<file path="src/sv/rpmg_pkg.sv">
// rpmg_pkg: types, constants and codes of the randomised prim maze generator
// depends on nothing
package rpmg_pkg;

  localparam int MaxSide   = 32;
  localparam int ListDepth = 1024;
  localparam int SideW     = $clog2(MaxSide);
  localparam int MapW      = 2 * SideW;
  localparam int ListW     = $clog2(ListDepth);
  localparam int CntW      = ListW + 1;
  localparam int RndW      = 31;
  localparam int DimW      = 6;

  typedef enum logic [1:0] {
    OP_START = 2'd0,
    OP_STEP  = 2'd1,
    OP_READ  = 2'd2,
    OP_NONE  = 2'd3
  } op_e;

  typedef enum logic [1:0] {
    DIR_UP    = 2'd0,
    DIR_DOWN  = 2'd1,
    DIR_LEFT  = 2'd2,
    DIR_RIGHT = 2'd3
  } dir_e;

  localparam logic [0:0] RegWidth  = 1'b0;
  localparam logic [0:0] RegHeight = 1'b1;

  typedef struct packed {
    logic [1:0]      operation;
    logic [RndW-1:0] random_value;
    logic [4:0]      cell_x;
    logic [4:0]      cell_y;
  } in_word_t;

  typedef struct packed {
    logic        cell_is_wall;
    logic        carved;
    logic [4:0]  wall_x;
    logic [4:0]  wall_y;
    logic [4:0]  target_x;
    logic [4:0]  target_y;
    logic [10:0] frontier_left;
    logic        finished;
  } out_word_t;

  typedef struct packed {
    logic [SideW-1:0] x;
    logic [SideW-1:0] y;
    dir_e             dir;
  } entry_t;

  typedef enum logic [4:0] {
    ST_IDLE,
    ST_FILL,
    ST_START_OPEN,
    ST_NB_RD,
    ST_NB_CHK,
    ST_MOD,
    ST_ENT_RD,
    ST_ENT_WAIT,
    ST_TGT_RD,
    ST_TGT_CHK,
    ST_SHIFT_RD,
    ST_SHIFT_WR,
    ST_READ_RD,
    ST_READ_CHK,
    ST_DONE
  } state_e;

  // controller to datapath
  typedef struct packed {
    logic load_in;
    logic fill_clr;
    logic fill_step;
    logic start_open;
    logic nb_clr;
    logic nb_rd;
    logic nb_chk;
    logic nb_next;
    logic mod_init;
    logic mod_step;
    logic ent_rd;
    logic ent_lat;
    logic tgt_rd;
    logic tgt_chk;
    logic sh_rd;
    logic sh_wr;
    logic rd_rd;
    logic rd_chk;
    logic finish;
    logic step_empty;
  } cmd_t;

  // datapath to controller
  typedef struct packed {
    logic fill_last;
    logic nb_last;
    logic mod_done;
    logic carve;
    logic sh_last;
    logic list_empty;
  } sts_t;

endpackage

</file>
<file path="src/sv/rpmg_ctrl.sv">
// rpmg_ctrl: sequencer of the maze generator
// depends on rpmg_pkg
module rpmg_ctrl import rpmg_pkg::*; (
  input  logic  clk_i,
  input  logic  rst_ni,
  input  logic  in_valid_i,
  input  op_e   in_op_i,
  output logic  in_stall_o,
  input  logic  out_busy_i,
  input  sts_t  sts_i,
  output cmd_t  cmd_o
);

  state_e state_q, state_d;
  op_e    op_q;
  logic   empty_q;

  always_ff @(posedge clk_i or negedge rst_ni) begin
    if (!rst_ni) begin
      state_q <= ST_IDLE;
      op_q    <= OP_NONE;
      empty_q <= 1'b0;
    end else begin
      state_q <= state_d;
      if (state_q == ST_IDLE && in_valid_i) begin
        op_q    <= in_op_i;
        empty_q <= sts_i.list_empty;
      end
    end
  end

  always_comb begin
    state_d = state_q;
    unique case (state_q)
      ST_IDLE: begin
        if (in_valid_i && !out_busy_i) begin
          unique case (in_op_i)
            OP_START: state_d = ST_FILL;
            OP_STEP:  state_d = sts_i.list_empty ? ST_DONE : ST_MOD;
            OP_READ:  state_d = ST_READ_RD;
            default:  state_d = ST_DONE;
          endcase
        end
      end
      ST_FILL:       if (sts_i.fill_last) state_d = ST_START_OPEN;
      ST_START_OPEN: state_d = ST_NB_RD;
      ST_NB_RD:      state_d = ST_NB_CHK;
      ST_NB_CHK:     state_d = sts_i.nb_last ? ST_SHIFT_RD : ST_NB_RD;
      ST_MOD:        if (sts_i.mod_done) state_d = ST_ENT_RD;
      ST_ENT_RD:     state_d = ST_ENT_WAIT;
      ST_ENT_WAIT:   state_d = ST_TGT_RD;
      ST_TGT_RD:     state_d = ST_TGT_CHK;
      ST_TGT_CHK:    state_d = sts_i.carve ? ST_NB_RD : ST_SHIFT_RD;
      ST_SHIFT_RD: begin
        if (op_q != OP_STEP || sts_i.sh_last) state_d = ST_DONE;
        else state_d = ST_SHIFT_WR;
      end
      ST_SHIFT_WR:   state_d = ST_SHIFT_RD;
      ST_READ_RD:    state_d = ST_READ_CHK;
      ST_READ_CHK:   state_d = ST_DONE;
      ST_DONE:       state_d = ST_IDLE;
      default:       state_d = ST_IDLE;
    endcase
  end

  always_comb begin
    cmd_o = '0;
    in_stall_o = !(state_q == ST_IDLE && !out_busy_i);
    unique case (state_q)
      ST_IDLE: begin
        if (in_valid_i && !out_busy_i) begin
          cmd_o.load_in  = 1'b1;
          cmd_o.fill_clr = (in_op_i == OP_START);
          cmd_o.mod_init = (in_op_i == OP_STEP);
        end
      end
      ST_FILL:       cmd_o.fill_step = 1'b1;
      ST_START_OPEN: begin
        cmd_o.start_open = 1'b1;
        cmd_o.nb_clr     = 1'b1;
      end
      ST_NB_RD:      cmd_o.nb_rd = 1'b1;
      ST_NB_CHK: begin
        cmd_o.nb_chk  = 1'b1;
        cmd_o.nb_next = 1'b1;
      end
      ST_MOD:        cmd_o.mod_step = 1'b1;
      ST_ENT_RD:     cmd_o.ent_rd = 1'b1;
      ST_ENT_WAIT:   cmd_o.ent_lat = 1'b1;
      ST_TGT_RD:     cmd_o.tgt_rd = 1'b1;
      ST_TGT_CHK: begin
        cmd_o.tgt_chk = 1'b1;
        cmd_o.nb_clr  = 1'b1;
      end
      ST_SHIFT_RD:   cmd_o.sh_rd = (op_q == OP_STEP);
      ST_SHIFT_WR:   cmd_o.sh_wr = 1'b1;
      ST_READ_RD:    cmd_o.rd_rd = 1'b1;
      ST_READ_CHK:   cmd_o.rd_chk = 1'b1;
      ST_DONE: begin
        cmd_o.finish     = 1'b1;
        cmd_o.step_empty = (op_q == OP_STEP) && empty_q;
      end
      default: ;
    endcase
  end

endmodule

</file>
<file path="config.mk">
export PLATFORM = sky130hd
export DESIGN_NAME = rpmg_ctrl
export DESIGN_NICKNAME = d
export VERILOG_FILES = /design/src/sv/rpmg_pkg.sv /design/src/sv/rpmg_ctrl.sv
export SDC_FILE = /design/constraint.sdc
export NUM_CORES = 1
export LEC_CHECK = 0
export ABC_AREA = 1
export BUFFER_PORTS_ARGS = -buffer_cell sky130_fd_sc_hd__buf_4
export CAP_MARGIN = 15
export CORE_MARGIN = 4
export CORE_UTILIZATION = 41
export CTS_CLUSTER_SIZE = 30
export DETAILED_ROUTE_END_ITERATION = 8
export GPL_TIMING_DRIVEN = 1
export HOLD_SLACK_MARGIN = 0.12
export PLACE_DENSITY = 0.74
export SYNTH_ARGS = -nofsm -noshare
export SYNTH_HDL_FRONTEND = slang
export SYNTH_SLANG_ARGS = --single-unit
</file>
<file path="constraint.sdc">
create_clock -name clk_i -period 1.14 [get_ports clk_i]
set_clock_uncertainty 0.05 [all_clocks]
set_input_delay 0.057 -clock clk_i [delete_from_list [all_inputs] [get_ports clk_i]]
set_output_delay 0.057 -clock clk_i [all_outputs]
set_load 0.01 [all_outputs]
</file>
==> impl_metrics.tcl, run 1 <==
set metrics [dict create \
    cts_buffers 3 \
    cts_buffer_depth 2 \
    synth_fp_nets 135 \
    cts.sinks 7 \
    synth_area_um2 712 \
    die_w_um 49.7 \
    synth_cells 123 \
    dieHeight_um 49.7 \
    gp_congestion 0.935 \
    ys_ff_latch 7 \
    worstEndpointGrtRepair "cmd_o[11]" \
    num_rows 14 \
    io_pins 33 \
    avgSynthCellArea_um2 5.79 \
    ys_seq_area_frac 0.250 \
    portBuffers 32 \
    endpoint_type "primary output" \
    synth_top_area_share 0.206 \
    lastStage "global routing" \
    placed_area_um2 1180 \
    error "[ERROR DPL-0038] Utilization greater than 100%, impossible to legalize" \
    yosysUniqueCellTypes 18 \
    status "aborted with a tool error" \
    cts-root-buf "clkbuf_4" \
    post-dp-hpwl_mm 2.07 \
    grt_max_degree 6 \
    htree_levels 1 \
    start_util 0.452 \
    yosysWarnings 0 \
    ys_top_cells_by_area "nand2_1 21%, dfrtp_1 18%, nor2_1 13%" \
    yosysTopAreaCell "nand2_1" \
]
## Yosys cell counts
master	number
nand3_2	1
buf_4	1
nand3_1	6
nand2_4	3
nand3b_1	2
nor3_1	2
inv_1	21
nand2_1	39
nand2_2	1
o21ai_0	5
nor2_1	24
dfstp_2	2
dfrtp_1	5
nor2_2	1
inv_2	2
o211ai_1	1
a21oi_1	3
nor2_4	4
## timing repair
item                       4_1_cts
setup endpoints to repair       28
cloned                           0
pin swaps                        7
hold endpoints to repair        10
gates resized for setup         23
hold buffers                     6
buffers inserted                18
## kinds of logic after synthesis
logic type	share of synthesized area
flip-flops	0.250
AO/OA/AOI/OAI	0.0668
AND/OR/NAND/NOR	0.552
buffers and inverters	0.132
## through the flow
| stage | hold slack (ns) | instances | util | worst slack (ns) |
|---|---|---|---|---|
| after floorplan | -0.289 | 123 | - | -0.0881 |
| after global placement | -0.181 | 197 | 0.752 | -0.163 |
| after detailed placement | -0.178 | 197 | 0.752 | -0.220 |
| after CTS | 0.140 | 224 | 0.928 | -0.377 |
==> run 2, diff against run 1 <==
Settings changed: CORE_AREA from default to 4 4 65 67, CORE_MARGIN 4 to default, CORE_UTILIZATION 41 to default, CTS_CLUSTER_SIZE 30 to default, DIE_AREA from default to 0 0 69 71, HOLD_SLACK_MARGIN 0.12 to default, PLACE_DENSITY 0.74 to default, PLACE_DENSITY_LB_ADDON from default to 0.15.
Clock period 1.14 ns to 1.5 ns, I/O delays scaled along.
==> run 2 against run 1 <==
  * The flow now finishes without violations
  * Area after synthesis did not move
  * Synthesized cell count did not move
==> impl_metrics.tcl, run 2 <==
set metrics [dict create \
    vias 891 \
    wirelength_mm 2.37 \
    cp-start-kind "flip-flop" \
    cts_tree "yes" \
    power_mw 2.14 \
    grt_pass1_wl_mm 3.97 \
    ys_ff_latch 7 \
    path_clk_slew_ns 0.04 \
    ys_seq_area_frac 0.250 \
    final_cell_mix "44 x buf_4, 36 x nand2_1, 21 x inv_1" \
    diodes 0 \
    largest_register_ffs 4 \
    p_comb_frac 0.692 \
    crit_path_end_kind "output pin" \
    worst-path-buf-inv 2 \
    synth_common_cells "39 x nand2_1, 24 x nor2_1, 21 x inv_1" \
    holdWs_ns 0.0869 \
    drtIter0Drc 36 \
    htree_levels 1 \
    power_frac_clock 0.119 \
    seq_area_um2 183 \
    synthArstFlopShare 1.00 \
    powerDensity_nw_per_um2 1810 \
    crit_fanout 5 \
    yosysUniqueCellTypes 18 \
    power.internal_mw 1.12 \
    cts.sinks 7 \
    drive_gt1_frac 0.433 \
    drcViolationCount 0 \
    setup.worst_path.class "reg -> out" \
    synth_area_um2 712 \
    worstPathCellList "nor2_4 > nand2_2 > inv_4 > nand2_4 > nor2_4 > nand2_2 > nor2_1 > buf_4" \
    yosysTopAreaCell "nand2_1" \
    overflow 0 \
    cp.arrival_ns 1.36 \
    start_util 0.196 \
    grt_use_total 0.100 \
    power_switching_mw 1.02 \
    pwr-share-seq 0.189 \
    ant_nets 0 \
    grt_max_degree 8 \
    hp-class "in -> reg" \
    max-slew-margin-rel 0.813 \
    num_rows 22 \
    final_common_cell "buf_4" \
    portBuffers 32 \
    nets 184 \
    yosysWarnings 0 \
    area_growth_syn_to_layout_pct 66.3 \
    regToRegStartpoint "state_q[3]$_DFFE_PN0P_" \
    slowest_delay_ns 0.43 \
    synth_fp_nets 135 \
    fillerInstances 422 \
    hp-start "sts_i[3]" \
    dieArea_um2 4900 \
    die_w_um 69 \
    crit_start "state_q[2]$_DFFE_PN0P_" \
    antenna_found_initial 0 \
    gp_congestion 0.797 \
    slowest_stage "dfrtp_2" \
    cp_top_family "simple AND/OR/NAND/NOR gates" \
    routedWlPerCell_um 10.8 \
    clkLatencyLatePin_ns 0.22 \
    hold_viol 0 \
    p_sw_frac 0.474 \
    synth_top_area_share 0.206 \
    period_share 0.992 \
    cts_buffer_depth 2 \
    io_pins 33 \
    synth_cells 123 \
    rsz0062_at_grt "true" \
    dieHeight_um 71 \
    multi_input_area_um2 467 \
    setup_viol 0 \
    synth.most_common_cell "nand2_1" \
    avgSynthCellArea_um2 5.79 \
    cap_violations 0 \
    leakage_nw 0.703 \
    vias_per_cell 4.07 \
    largest-register "state_q" \
    grt_pass1_vias 865 \
    worstMarginPinSlew_ns 0.279 \
    ys_top_cells_by_area "nand2_1 21%, dfrtp_1 18%, nor2_1 13%" \
    layout_min_cycle_time_ns 1.49 \
    vdd_drop_max_mv 0.527 \
    required_ns 1.37 \
    slew_viol_final 0 \
    post-dp-hpwl_mm 1.97 \
    top_regs "state_q: 4 flops, op_q: 2 flops, empty_q: 1 flops" \
    status "finished clean" \
    max_freq_mhz 672 \
    synth_edf_count 0 \
    drt-pass1-iter-count 4 \
    cts-root-buf "clkbuf_8" \
    ys.flop_type "dfrtp_1" \
    fp.coreArea_um2 3630 \
    cts_buffers 3 \
]
run 2: path summary, 6_finish.rpt:
path	end	slack (ns)	cells past startpoint
max	cmd_o[18]	0.01	8
min	state_q[2]$_DFFE_PN0P_	0.09	4
max reg2reg	state_q[0]$_DFFE_PN0P_	0.08	9
min reg2reg	empty_q$_DFFE_PN0P_	0.42	2
max in group asynchronous	op_q[0]$_DFFE_PN1P_	1.05	2
min in group asynchronous	state_q[1]$_DFFE_PN0P_	0.15	2
run 2: power by group through the flow:
stage          clock network, mW  logic [mW]  registers, mW
2_1_floorplan                  0       0.788          0.400
3_3_place_gp                   0        1.25          0.407
3_5_place_dp                   0        1.23          0.407
4_1_cts                    0.264        1.44          0.390
5_1_grt                    0.282        1.66          0.415
6_report                   0.255        1.48          0.404
run 2: logic make-up after synthesis:
kind of cell | count (synthesis) | share of synthesized area
AO/OA/AOI/OAI | 9 | 0.0668
buffers and inverters | 24 | 0.132
flip-flops | 7 | 0.250
AND/OR/NAND/NOR | 83 | 0.552
run 2: per-layer routing:
metal / vias up / GRT usage / wire, um / part of all wire
li1: 466 / - / - / -
met1: 400 / 0.123 / 1050 / 0.44
met2: 21 / 0.173 / 1200 / 0.51
met3: 4 / 0.0185 / 81 / 0.034
met4: 0 / 0.0390 / 30 / 0.013
met5: - / 0 / 0 / 0
run 2: cell type report:
type                       instances  area share
multi-input combinational         92       0.394
timing repair buffer              45       0.288
sequential                         7       0.154
inverter                          23      0.0751
tap                               48      0.0507
clock buffer                       4      0.0381
run 2: worst min-delay path, delay by kind of cell:
kind                   cells  cell delay, ns
buffers and inverters      2            0.12
AND/OR/NAND/NOR            2            0.12
run 2: timing repair:
item | in CTS | in global routing
hold buffers | 1 | 0
pin swaps | 5 | 4
setup buffers | 9 | 1
endpoints found under the setup margin | 2 | 13
gates resized for setup | 4 | 11
hold endpoints to repair | 7 | 0
run 2: through the flow:
step                TNS (ns)  worst slack [ns]  instances   util  cell area, um^2
finish                     0            0.0125        219  0.326             1180
global route          -0.314           -0.0814        219  0.326             1180
CTS                 -0.00171          -0.00171        218  0.317             1150
detailed placement         0            0.0940        204  0.281             1020
global placement           0             0.121        204  0.281             1020
floorplan                  0             0.195        123      -              712
No activity file was read; power rests on OpenSTA's default activity.
==> run 3, diff against run 2 <==
Clock period 1.5 ns to 1.9 ns, I/O delays scaled along.
==> run 3 against run 2 <==
  * Total power decreased by 33%
  * Core utilization shrank 3.4 points
  * First-iteration DRC count rose by 22%
  * Global-route usage shrank 0.30 points
  * Combinational power shrank 38%
  * Largest cell class unchanged
  * Count of clock-buffer cells in the layout unchanged
  * Die area unchanged
  * Final cell count fell by 5.5%
  * Highest routed layer unchanged
  * Critical endpoint is now cmd_o[11]
  * Sequential share of layout area grew 1.3 points
  * Sequential cell count unchanged
  * Critical path type unchanged
  * Sequential power fell by 19%
  * Non-clock buffer count shrank 12
==> impl_metrics.tcl, run 3 (synthesis gave the netlist of run 2 again) <==
set metrics [dict create \
    status "finished clean" \
    cts_resized 0 \
    die_w_um 69 \
    grtUsageMet1 0.125 \
    grt_max_degree 8 \
    slowest_delay_ns 0.46 \
    period_share 0.893 \
    leakage_nw 0.646 \
    use_met2 0.163 \
    power.internal_mw 0.725 \
    rsz0062_at_grt "false" \
    drt-pass1-iter-count 4 \
    required_ns 1.75 \
    cts_tree "yes" \
    cpMostUsedCell "nor2_4" \
    routedWlPerCell_um 10.7 \
    layout_min_cycle_time_ns 1.70 \
    wirelength_mm 2.22 \
    final_common_cell "nand2_1" \
    p_sw_frac 0.498 \
    path_clk_slew_ns 0.04 \
    worstPathCellList "nor2_4 > nand2_2 > inv_2 > nand2_4 > nor2_4 > nand2_1 > nor2_1 > buf_4" \
    use_met3 0.0170 \
    busiest_layer "met2" \
    crit_fanout 7 \
    largest_register_ffs 4 \
    hp-class "in -> reg" \
    final_cell_mix "39 x nand2_1, 32 x buf_4, 24 x nor2_1" \
    drcViolationCount 0 \
    setup.worst_path.class "reg -> out" \
    gp_congestion 0.811 \
    power_frac_clock 0.139 \
    vias_per_cell 3.93 \
    top_regs "state_q: 4 flops, op_q: 2 flops, empty_q: 1 flops" \
    setup_viol 0 \
    antenna_found_initial 0 \
    nets 172 \
    grt_pass1_wl_mm 3.91 \
    grt_use_total 0.0971 \
    area_growth_syn_to_layout_pct 48.9 \
    clkLatencyLatePin_ns 0.22 \
    vias 814 \
    max-slew-margin-rel 0.816 \
    drtIter0Drc 44 \
    placed_area_um2 1000 \
    slowest_stage "dfrtp_1" \
    drive_gt1_frac 0.308 \
    num_rows 22 \
    fp.coreArea_um2 3630 \
    cts_buffers 3 \
    max_freq_mhz 589 \
    portBuffers 32 \
    r2r_setup_slack_ns 0.53 \
    fin_area_um2 1060 \
    cap_violations 0 \
    worst-path-buf-inv 2 \
    powerDensity_nw_per_um2 1360 \
    start_util 0.196 \
    overflow 0 \
    pwr-share-seq 0.227 \
    post-dp-hpwl_mm 1.95 \
    largest-register "state_q" \
    crit_path_end_kind "output pin" \
    slew_viol_final 0 \
    dieArea_um2 4900 \
    cts_setup_buffers 0 \
    p_comb_frac 0.635 \
    cp-start-kind "flip-flop" \
    power_switching_mw 0.719 \
    hold_viol 0 \
    setup_tns_ns 0 \
    ant_nets 0 \
    cts_buffer_depth 2 \
    htree_levels 1 \
    grt_pass1_vias 822 \
    vdd_drop_max_mv 0.265 \
    diodes 0 \
    cts-root-buf "clkbuf_8" \
    cp_top_family "simple AND/OR/NAND/NOR gates" \
    io_pins 33 \
    cts.sinks 7 \
    dieHeight_um 71 \
    worstMarginPinSlew_ns 0.275 \
    cp.arrival_ns 1.55 \
]
## run 3: metrics by stage
step	hold WS (ns)	utilization	worst slack [ns]	std cells	power, mW
after floorplan	-0.251	-	0.575	123	0.938
after global placement	-0.139	0.277	0.476	202	1.27
after detailed placement	-0.138	0.277	0.439	202	1.26
after CTS	0.105	0.292	0.199	207	1.47
after global routing	0.115	0.292	0.0175	207	1.62
final	0.108	0.292	0.204	207	1.44
## run 3: power by group through the flow
stage,clock network (mW),registers (mW),logic [mW]
final,0.200,0.327,0.916
after global routing,0.216,0.339,1.07
after CTS,0.206,0.326,0.936
after detailed placement,0,0.328,0.932
after global placement,0,0.327,0.943
after floorplan,0,0.316,0.622
## run 3: what timing repair did
action,in CTS,in global routing
endpoints found under the hold margin,7,0
setup endpoints to repair,0,0
hold buffers,1,0
## run 3: tightest hold or removal path, delay by kind of cell
kind	cells	cell delay, ns
buf+inv	1	0.09
simple gates	2	0.16
## run 3: metal layers
metal	vias up	wire length, um	share of wire
met2	19	1090	0.49
met4	0	10	0.0045
met5	-	0	0
li1	445	-	-
met3	2	90	0.041
met1	348	1020	0.46
## run 3: final timing paths
kind | startpoint | cells after the start | endpoint
worst max-delay path | state_q[0]$_DFFE_PN0P_ | 8 | cmd_o[11]
worst min-delay path | sts_i[0] | 3 | empty_q$_DFFE_PN0P_
worst max register to register | state_q[0]$_DFFE_PN0P_ | 7 | state_q[3]$_DFFE_PN0P_
worst min register to register | op_q[1]$_DFFE_PN1P_ | 2 | op_q[1]$_DFFE_PN1P_
max in group asynchronous | rst_ni | 2 | op_q[1]$_DFFE_PN1P_
min in group asynchronous | rst_ni | 2 | state_q[0]$_DFFE_PN0P_
## run 3: layout make-up
class | instances | area, um^2
Multi-Input combinational cell | 92 | 440
Inverter | 23 | 86.3
Sequential cell | 7 | 178
Tap cell | 48 | 60.1
Fill cell | 431 | 2570
Timing Repair Buffer | 33 | 250
Clock buffer | 4 | 45.0
==> run 4, diff against run 3 <==
==> constraint.sdc (replaced) <==
create_clock -name clk_i -period 1.9 [get_ports clk_i]
set_clock_uncertainty 0.05 [all_clocks]
set_input_delay 0.38 -clock clk_i [delete_from_list [all_inputs] [get_ports clk_i]]
set_output_delay 0.38 -clock clk_i [all_outputs]
set_load 0.01 [all_outputs]
==> run 4 against run 3 <==
  * Global-route usage decreased by 0.17 points
  * Clock power about the same
  * Critical path type unchanged
  * Final cell count increased by 3.4%
  * Largest power group unchanged
  * Combinational power increased by 17%
  * Die area unchanged
  * Via count increased by 6.1%
  * Fmax decreased by 7.9%
  * Highest routed layer unchanged
  * Sequential power decreased by 2%
  * Register-to-register slack got worse by 0.09 ns
  * Hold slack improved by 0.28 ns
==> impl_metrics.tcl, run 4 (synthesis gave the netlist of run 2 again) <==
set metrics [dict create \
    fillerInstances 422 \
    antenna_found_initial 0 \
    final_common_cell "buf_4" \
    max-slew-margin-rel 0.820 \
    pre_cts_slack_ns 0.233 \
    grt_max_degree 8 \
    drcViolationCount 0 \
    hp-class "in -> reg" \
    p_sw_frac 0.481 \
    final_cells 214 \
    placedCellCount 204 \
    grt_pass1_vias 837 \
    top_regs "state_q: 4 flops, op_q: 2 flops, empty_q: 1 flops" \
    min_delay_path_depth 4 \
    path_clk_slew_ns 0.04 \
    r2r_cells 8 \
    hold_viol 0 \
    post-dp-hpwl_mm 1.94 \
    dieHeight_um 71 \
    final_cell_mix "39 x buf_4, 38 x nand2_1, 22 x nor2_1" \
    clkLatencyLatePin_ns 0.22 \
    drtIter0Drc 49 \
    cp.arrival_ns 1.41 \
    setup_viol 0 \
    max_freq_mhz 543 \
    vias 864 \
    ant_nets 0 \
    status "finished clean" \
    cp-start-kind "flip-flop" \
    largest-register "state_q" \
    num_rows 22 \
    drt-pass1-iter-count 4 \
    io_pins 33 \
    pwr-share-seq 0.201 \
    largest_register_ffs 4 \
    power_frac_clock 0.127 \
    holdWs_ns 0.389 \
    crit_path_end_kind "output pin" \
    p_comb_frac 0.672 \
    die_w_um 69 \
    required_ns 1.47 \
    power_switching_mw 0.768 \
    cts.sinks 7 \
    slew_viol_final 0 \
    powerDensity_nw_per_um2 1410 \
    grt_use_total 0.0953 \
    fin_ws_ns 0.0578 \
    fp.coreArea_um2 3630 \
    wirelength_mm 2.30 \
    placed_area_um2 1020 \
    overflow 0 \
    fin_area_um2 1130 \
    cts_buffer_depth 2 \
    start_util 0.196 \
    utilization 0.312 \
    setup.worst_path.class "reg -> out" \
    cts_tree "yes" \
    htree_levels 1 \
    gp_congestion 0.866 \
    routedWlPerCell_um 10.8 \
    cts_buffers 3 \
    drive_gt1_frac 0.380 \
    power.internal_mw 0.829 \
    layout_min_cycle_time_ns 1.84 \
    period_share 0.970 \
    crit_fanout 5 \
    cap_violations 0 \
    vdd_drop_max_mv 0.296 \
    cts-root-buf "clkbuf_8" \
    vias_per_cell 4.04 \
    area_growth_syn_to_layout_pct 59.1 \
    grt_pass1_wl_mm 3.74 \
    dieArea_um2 4900 \
    worstMarginPinSlew_ns 0.269 \
    portBuffers 32 \
    nets 179 \
    leakage_nw 0.681 \
    diodes 0 \
]
==> run 4: path summary, 6_finish.rpt <==
kind                                             start                     end  slack (ns)
worst min-delay path                          sts_i[3]  state_q[2]$_DFFE_PN0P_        0.39
worst max register to register  state_q[3]$_DFFE_PN0P_  state_q[3]$_DFFE_PN0P_        0.44
worst min register to register     op_q[1]$_DFFE_PN1P_     op_q[1]$_DFFE_PN1P_        0.42
max in group asynchronous                       rst_ni     op_q[0]$_DFFE_PN1P_        1.14
min in group asynchronous                       rst_ni  state_q[1]$_DFFE_PN0P_        0.45
worst max-delay path            state_q[3]$_DFFE_PN0P_               cmd_o[18]        0.06
==> run 4: layout make-up <==
class | count | area (um^2) | area share
clock buffers | 4 | 45.0 | 0.0398
multi-input cells | 92 | 453 | 0.400
flip-flops and latches | 7 | 183 | 0.161
inverters | 23 | 88.8 | 0.0785
repair buffers | 40 | 303 | 0.267
well taps | 48 | 60.1 | 0.0530
==> run 4: power groups by stage <==
stage	Sequential, mW	Clock [mW]	Combinational [mW]
detailed placement	0.328	0	0.971
global route	0.328	0.215	1.22
global placement	0.327	0	0.988
floorplan	0.316	0	0.622
CTS	0.329	0.208	0.976
finish	0.321	0.203	1.07
==> run 4: through the flow <==
stage / setup TNS (ns) / power, mW
2_1_floorplan: 0 / 0.938
3_3_place_gp: 0 / 1.32
3_5_place_dp: 0 / 1.30
4_1_cts: 0 / 1.51
5_1_grt: -0.0268 / 1.76
6_report: 0 / 1.60
==> run 4: layer usage <==
metal | vias to the layer above | track usage | routed length, um
met4 | 0 | 0.0521 | 32
li1 | 458 | - | -
met5 | - | 0 | 0
met3 | 4 | 0.0170 | 86
met1 | 385 | 0.111 | 1000
met2 | 17 | 0.165 | 1180
==> run 4: repair_timing <==
item | 4_1_cts | 5_1_grt
hold buffers | 1 | 0
buffers inserted | 0 | 5
hold endpoints to repair | 5 | 0
pin swaps | 0 | 3
endpoints found under the setup margin | 2 | 2
gates resized for setup | 1 | 8
==> run 4: critical path, stage by stage, from the launching register on <==
cell	delay (ns)
dfrtp_2	0.42
nor2_4	0.16
nand2_4	0.08
inv_4	0.07
nand2_4	0.06
nor2_4	0.09
nand2_2	0.07
nor2_2	0.11
buf_4	0.12
